<file path="src/design/rpip_pkg.sv">
package rpip_pkg;

    // ASCII codes that steer the parser.
    localparam logic [7:0] CH_ZERO    = 8'h30;
    localparam logic [7:0] CH_ONE     = 8'h31;
    localparam logic [7:0] CH_NINE    = 8'h39;
    localparam logic [7:0] CH_MINUS   = 8'h2D;
    localparam logic [7:0] CH_BIN     = 8'h62;
    localparam logic [7:0] CH_OCT     = 8'h6F;
    localparam logic [7:0] CH_HEX     = 8'h78;
    localparam logic [7:0] CH_LOWER_A = 8'h61;
    localparam logic [7:0] CH_LOWER_F = 8'h66;
    localparam logic [7:0] CH_UPPER_A = 8'h41;
    localparam logic [7:0] CH_UPPER_F = 8'h46;

    // Radix codes as they appear on the result port.
    localparam logic [1:0] RADIX_BIN = 2'd0;
    localparam logic [1:0] RADIX_OCT = 2'd1;
    localparam logic [1:0] RADIX_DEC = 2'd2;
    localparam logic [1:0] RADIX_HEX = 2'd3;

    // Scan phase of the parser.
    typedef enum logic [2:0] {
        PH_SEEK   = 3'b001,
        PH_ZERO   = 3'b010,
        PH_DIGITS = 3'b100
    } phase_t;

endpackage

</file>
<file path="src/design/radix_prefixed_integer_parser_core.sv">
// An accepted item is held in the stage register, and a result that it ends is then
// registered in the result register, from which it is shown on the output.
// Throughput: one character per cycle unless the output stalls; the single accumulate
// step (shift-add) per character sets the rate, and a stall holds the one staged item.
// Reset (rst_n low, asynchronous) returns the parser to seeking with a cleared
// accumulator and empties both the stage and the result registers.
module radix_prefixed_integer_parser_core #(
    parameter int ACC_WIDTH = 64
) (
    input  logic               clk,
    input  logic               rst_n,
    input  logic               in_valid,
    output logic               in_ready,
    input  logic [7:0]         character,
    output logic               out_valid,
    input  logic               out_ready,
    output logic signed [63:0] value,
    output logic [1:0]         radix_code
);

    // Stage register that holds the accepted character.
    logic                    ch_vld_reg;
    logic [7:0]              ch_reg;

    // Parser state.
    rpip_pkg::phase_t        phase_reg, phase_next;
    logic [1:0]              base_reg, base_next;
    logic                    neg_reg, neg_next;
    logic [ACC_WIDTH-1:0]    acc_reg, acc_next;

    // Result register.
    logic                    out_vld_reg;
    logic signed [63:0]      value_reg, value_next;
    logic [1:0]              radix_reg;

    logic                    advance;
    logic                    emit;
    logic [1:0]              eff_base;
    logic                    run_digit;
    logic [3:0]              digit;
    logic                    is_num;
    logic                    is_alpha;
    logic                    digit_ok;
    logic [ACC_WIDTH-1:0]    acc_scaled;
    logic [ACC_WIDTH-1:0]    signed_acc;

    // The stage moves on whenever the result register is free or is being taken.
    assign advance   = !out_vld_reg || out_ready;
    assign in_ready  = !ch_vld_reg || advance;
    assign out_valid = out_vld_reg;
    assign value     = value_reg;
    assign radix_code = radix_reg;

    // Digit decode of the staged character, independent of the base.
    always_comb
    begin
        is_num   = (ch_reg >= rpip_pkg::CH_ZERO) && (ch_reg <= rpip_pkg::CH_NINE);
        is_alpha = 1'b0;
        digit    = 4'd0;
        if (is_num)
        begin
            digit = 4'(ch_reg - rpip_pkg::CH_ZERO);
        end
        else if ((ch_reg >= rpip_pkg::CH_LOWER_A) && (ch_reg <= rpip_pkg::CH_LOWER_F))
        begin
            is_alpha = 1'b1;
            digit    = 4'(ch_reg - rpip_pkg::CH_LOWER_A + 8'd10);
        end
        else if ((ch_reg >= rpip_pkg::CH_UPPER_A) && (ch_reg <= rpip_pkg::CH_UPPER_F))
        begin
            is_alpha = 1'b1;
            digit    = 4'(ch_reg - rpip_pkg::CH_UPPER_A + 8'd10);
        end
    end

    // Check the digit against the base in effect for this character.
    always_comb
    begin
        unique case (eff_base)
            rpip_pkg::RADIX_BIN: digit_ok = is_num && (digit < 4'd2);
            rpip_pkg::RADIX_OCT: digit_ok = is_num && (digit < 4'd8);
            rpip_pkg::RADIX_DEC: digit_ok = is_num;
            default:             digit_ok = is_num || is_alpha;
        endcase
    end

    // Multiply by the base with shifts; all bases are sums of at most two shifts.
    always_comb
    begin
        unique case (eff_base)
            rpip_pkg::RADIX_BIN: acc_scaled = acc_reg << 1;
            rpip_pkg::RADIX_OCT: acc_scaled = acc_reg << 3;
            rpip_pkg::RADIX_DEC: acc_scaled = (acc_reg << 3) + (acc_reg << 1);
            default:             acc_scaled = acc_reg << 4;
        endcase
    end

    // Apply the sign only to negative decimal numbers, then widen to the port.
    assign signed_acc = (neg_reg && (eff_base == rpip_pkg::RADIX_DEC))
                        ? (ACC_WIDTH'(0) - acc_reg) : acc_reg;
    assign value_next = 64'($signed(signed_acc));

    // Next parser state for the staged character.
    always_comb
    begin
        phase_next = phase_reg;
        base_next  = base_reg;
        neg_next   = neg_reg;
        acc_next   = acc_reg;
        emit       = 1'b0;
        run_digit  = 1'b0;
        eff_base   = base_reg;
        unique case (phase_reg)
            rpip_pkg::PH_SEEK:
            begin
                if (ch_reg == rpip_pkg::CH_ZERO)
                begin
                    acc_next   = '0;
                    phase_next = rpip_pkg::PH_ZERO;
                end
                else if (ch_reg == rpip_pkg::CH_MINUS)
                begin
                    neg_next   = 1'b1;
                    base_next  = rpip_pkg::RADIX_DEC;
                    acc_next   = '0;
                    phase_next = rpip_pkg::PH_DIGITS;
                end
                else if ((ch_reg >= rpip_pkg::CH_ONE) && (ch_reg <= rpip_pkg::CH_NINE))
                begin
                    neg_next   = 1'b0;
                    base_next  = rpip_pkg::RADIX_DEC;
                    acc_next   = ACC_WIDTH'(digit);
                    phase_next = rpip_pkg::PH_DIGITS;
                end
            end
            rpip_pkg::PH_ZERO:
            begin
                phase_next = rpip_pkg::PH_DIGITS;
                if (ch_reg == rpip_pkg::CH_BIN)
                begin
                    base_next = rpip_pkg::RADIX_BIN;
                end
                else if (ch_reg == rpip_pkg::CH_OCT)
                begin
                    base_next = rpip_pkg::RADIX_OCT;
                end
                else if (ch_reg == rpip_pkg::CH_HEX)
                begin
                    base_next = rpip_pkg::RADIX_HEX;
                end
                else
                begin
                    // A lone zero: this character is read as a decimal digit.
                    base_next = rpip_pkg::RADIX_DEC;
                    eff_base  = rpip_pkg::RADIX_DEC;
                    run_digit = 1'b1;
                end
            end
            default:
            begin
                run_digit = 1'b1;
            end
        endcase

        // Accumulate a valid digit, or end the number on the first invalid one.
        if (run_digit)
        begin
            if (digit_ok)
            begin
                acc_next = acc_scaled + ACC_WIDTH'(digit);
            end
            else
            begin
                emit       = 1'b1;
                phase_next = rpip_pkg::PH_SEEK;
                base_next  = rpip_pkg::RADIX_DEC;
                neg_next   = 1'b0;
                acc_next   = '0;
            end
        end
    end

    // Control and state registers.
    always_ff @(posedge clk or negedge rst_n)
    begin
        if (!rst_n)
        begin
            ch_vld_reg  <= 1'b0;
            out_vld_reg <= 1'b0;
            phase_reg   <= rpip_pkg::PH_SEEK;
            base_reg    <= rpip_pkg::RADIX_DEC;
            neg_reg     <= 1'b0;
            acc_reg     <= '0;
        end
        else
        begin
            if (in_ready)
            begin
                ch_vld_reg <= in_valid;
            end
            if (ch_vld_reg && advance)
            begin
                phase_reg <= phase_next;
                base_reg  <= base_next;
                neg_reg   <= neg_next;
                acc_reg   <= acc_next;
            end
            if (advance)
            begin
                out_vld_reg <= ch_vld_reg && emit;
            end
        end
    end

    // Payload registers.
    always_ff @(posedge clk)
    begin
        if (in_valid && in_ready)
        begin
            ch_reg <= character;
        end
        if (ch_vld_reg && advance && emit)
        begin
            value_reg <= value_next;
            radix_reg <= eff_base;
        end
    end

    // A finished number always returns the parser to seeking.
    assert property (@(posedge clk) disable iff (!rst_n)
        (ch_vld_reg && advance && emit) |=> (phase_reg == rpip_pkg::PH_SEEK))
    else $error("parser did not return to seeking after a result");

    // After a leading zero the number is still empty and positive.
    assert property (@(posedge clk) disable iff (!rst_n)
        (phase_reg == rpip_pkg::PH_ZERO) |-> ((acc_reg == '0) && !neg_reg))
    else $error("leading zero phase with nonzero accumulator or sign");

    // A staged item that cannot move on stays put.
    assert property (@(posedge clk) disable iff (!rst_n)
        (ch_vld_reg && !advance) |=> (ch_vld_reg && $stable(ch_reg)))
    else $error("staged item lost while the output was stalled");

endmodule

</file>
<file path="config.mk">
export PLATFORM = sky130hd
export DESIGN_NAME = radix_prefixed_integer_parser_core
export DESIGN_NICKNAME = d
export VERILOG_FILES = /design/src/design/rpip_pkg.sv /design/src/design/radix_prefixed_integer_parser_core.sv
export SDC_FILE = /design/constraint.sdc
export NUM_CORES = 1
export LEC_CHECK = 0
export BUFFER_PORTS_ARGS = -buffer_cell sky130_fd_sc_hd__buf_4
export CAP_MARGIN = 20
export CORE_UTILIZATION = 53
export DETAILED_ROUTE_END_ITERATION = 10
export PLACE_DENSITY_LB_ADDON = 0.08
export SLEW_MARGIN = 20
export SYNTH_ARGS = -nofsm -noshare
export SYNTH_HDL_FRONTEND = slang
export SYNTH_SLANG_ARGS = --single-unit
</file>
<file path="constraint.sdc">
create_clock -name clk -period 6.2 [get_ports clk]
set_input_delay 1.24 -clock clk [delete_from_list [all_inputs] [get_ports clk]]
set_output_delay 1.24 -clock clk [all_outputs]
set_load 0.02 [all_outputs]
</file>
==> key figures <==
Drt
  • Routed WL per cell: 24.3 um
  • Routed vias/inst: 6.93
  • Residual DRC count: 0
  • Total number of vias: 16.0k
  • Routed wire length: 56,200 um
  • Post-DRT Antenna Nets: 0
  • Drt pass-1 iters: 6
  • Initial DRC Count: 2,089

Synthesis
  • Post-Syn Instances: 1,925
  • Syn. warnings: 0
  • Post-Syn Nets: 2,008
  • Async set-or-reset flop fraction in the synthesized netlist: 0.493
  • Seq/Total Area, Yosys: 0.269
  • Post-synth EDFFs: 74
  • FF+latch count, synth: 146
  • Avg Cell Area, Syn: 7.77 sq um
  • Mapped cell area: 0.0150 sq mm
  • Primary FF master, synth: edfxtp_1
  • Unique cell type count in the Yosys netlist: 99

Power
  • Cell Pwr Density: 202 mW/mm^2
  • Internal power: 2.10 mW
  • Seq pwr share: 0.384
  • Sw frac: 0.364
  • Combinational power share: 0.274
  • Switching pwr: 1.20 mW
  • Leakage: 6.47 nW
  • Worst vdd ir: 0.179 mV
  • Clock power frac: 0.342

GRT
  • First-pass GRT wire length: 86,400 um
  • Antenna violations before repair: 0
  • Vias in the first global route: 15.1k
  • GRT Resource Usage Total: 0.392
  • Largest net degree at the start of global routing: 71
  • GR Overflow Total: 0

Layout
  • Most frequent cells in the layout: 217 x nand2_1, 170 x o21ai_0, 164 x a21oi_1, 159 x nor2_1, 114 x buf_4
  • Layout cells sized above 1: 0.104
  • Area Overhead vs Synth: 9.44%
  • Post-route cell area: 0.0164 sq mm
  • Most common cell after layout, fill and taps aside: nand2_1
  • Core Util, Final: 0.589
  • # nets final: 2,005
  • Diodes inserted: 0
  • Layout Cells excl Fill: 2,313

STA
  • RSZ-0062 raised after global routing: false
  • Actual slew at the worst max-slew pin: 1.09 ns
  • Clock skew: 0.0158 ns
  • Fmax: 176 MHz
  • Final hold viol count: 0
  • Min Tclk post-route: 5.69 ns
  • Final setup viols: 0
  • Max-slew headroom: 0.273
  • Hold WS: 0.504 ns
  • Max-slew violations: 0
  • Final TNS setup: 0 ns
  • Final period utilization: 0.917

Critical path
  • Launch point of the worst reg-to-reg path: ch_reg[1]$_DFFE_PP_
  • Req. time, crit path: 6.58 ns
  • Crit path from: ch_reg[1]$_DFFE_PP_
  • CP max FO: 9
  • Worst setup EP type: flop
  • Kind of critical path: reg2reg
  • Crit path DAT: 6.07 ns
  • Critical path startpoint category: flop

Place
  • IO buf count: 79
  • Hpwl dp: 40,900 um
  • Placed Instances: 2,281
  • Cell Area, Placed: 0.0158 sq mm
  • Placer's final routability congestion estimate: 1.02

Floorplanning
  • Die Span Y: 170 um
  • Die W: 170 um
  • Die ar.: 0.0289 sq mm
  • Placement Rows: 61
  • Starting density of the core: 0.538
  • Ports: 80
  • Core Region: 0.0278 sq mm

Clock tree
  • # Post-CTS Setup Buffers: 0
  • CTS max path bufs: 2
  • CTS tree: yes
  • Clock Tree Root: clkbuf_16
  • H-Tree Level Count: 4
  • Num CTS Buffers: 17
  • Post-CTS Hold Fix Bufs: 0
  • Worst-Skew Late Latency: 0.45 ns
  • Post-cts repair resize count: 0
  • Clock sinks: 146
  • Clock Pin Slew Worst Setup and Hold Paths: 0.07 ns

Status
  • Outcome: finished clean

Job
  • Total of max-cap violations: 0

Min path
  • Hold path startpoint: phase_reg[0]$_DFFE_PN1P_
  • Worst hold path class: reg2reg
## cells in the mapped netlist (11+ instances only)
cell / n / area, sq um
o31ai_1: 22 / 165
nand2b_1: 18 / 113
mux2i_1: 24 / 240
or3_1: 18 / 113
clkbuf_1: 96 / 360
dfrtp_1: 70 / 1750
a21o_1: 26 / 195
buf_2: 24 / 120
o22ai_1: 14 / 87.6
nand3_1: 48 / 240
inv_1: 37 / 139
and2_1: 16 / 100
and3_1: 15 / 93.8
or4_1: 16 / 120
ha_1: 69 / 863
buf_1: 12 / 45.0
nand4_1: 44 / 275
o211ai_1: 23 / 173
a31oi_1: 19 / 119
nor3_1: 65 / 325
edfxtp_1: 74 / 2220
a21oi_1: 164 / 821
xor2_1: 56 / 490
a22o_1: 11 / 96.3
o21a_1: 24 / 180
a22oi_1: 13 / 97.6
nor2_1: 159 / 597
nand2_1: 217 / 815
a211oi_1: 20 / 150
nor2b_1: 21 / 131
nor4_1: 20 / 125
o21ai_0: 170 / 851
xnor2_1: 77 / 674
## per-layer routing
metal / GRT usage / wire length [um] / vias up
met1: 0.514 / 23200 / 7717
met3: 0.0653 / 5090 / 183
met4: 0.184 / 2560 / 0
met5: 0 / 0 / -
met2: 0.627 / 25400 / 909
li1: - / - / 7221
## power groups by stage
stage          logic (mW)  registers, mW  clock network, mW
5_1_grt             0.971           1.28               1.17
2_1_floorplan       0.439           1.39                  0
4_1_cts             0.902           1.27               1.14
6_report            0.905           1.27               1.13
3_5_place_dp        0.899           1.29                  0
3_3_place_gp        0.887           1.28                  0
## critical path: stages, from the launching register on
cell and delay, ns:
edfxtp_1 0.45, ha_1 0.25, and3_1 0.21, o211ai_1 0.55
nand2_1 0.20, nand2_1 0.19, inv_2 0.13, nor2_1 0.20
ha_1 0.19, a21o_1 0.09, a21oi_1 0.11, a211oi_2 0.26
and4b_1 0.32, o2111ai_1 0.13, or4_4 0.52, or4_4 0.63
or4_1 0.59, or4_1 0.53, nand3_1 0.09
## logic make-up after synthesis
family	count (synthesis)	share of synthesized area
compound gates	647	0.282
xor+xnor	133	0.0779
fa+ha+maj	71	0.0604
buf+inv	176	0.0479
flops	146	0.269
mux	27	0.0183
simple gates	725	0.244
## worst paths after layout
| check | to | slack [ns] | depth (start not counted) |
|---|---|---|---|
| min in group asynchronous | acc_reg[24]$_DFFE_PN0P_ | 0.72 | 1 |
| setup / recovery | acc_reg[58]$_DFFE_PN0P_ | 0.51 | 18 |
| max in group asynchronous | base_reg[0]$_DFFE_PN0P_ | 4.38 | 2 |
| setup reg to reg | acc_reg[58]$_DFFE_PN0P_ | 0.51 | 18 |
| hold reg to reg | phase_reg[0]$_DFFE_PN1P_ | 0.50 | 2 |
| hold / removal | phase_reg[0]$_DFFE_PN1P_ | 0.50 | 2 |
## metrics by stage
step,setup slack (ns),power [mW]
floorplan,0.324,1.83
global placement,0.713,2.17
detailed placement,0.643,2.18
CTS,0.613,3.31
global route,0.250,3.42
finish,0.515,3.30
## layout make-up
type | instances | area [sq um]
fill | 2637 | 11400
clock inverter | 12 | 148
multi-input combinational | 1603 | 10200
tap | 378 | 473
clock buffer | 20 | 457
sequential | 146 | 4030
inverter | 39 | 146
timing repair buffer | 115 | 876
(Power assumes the default switching activity.)
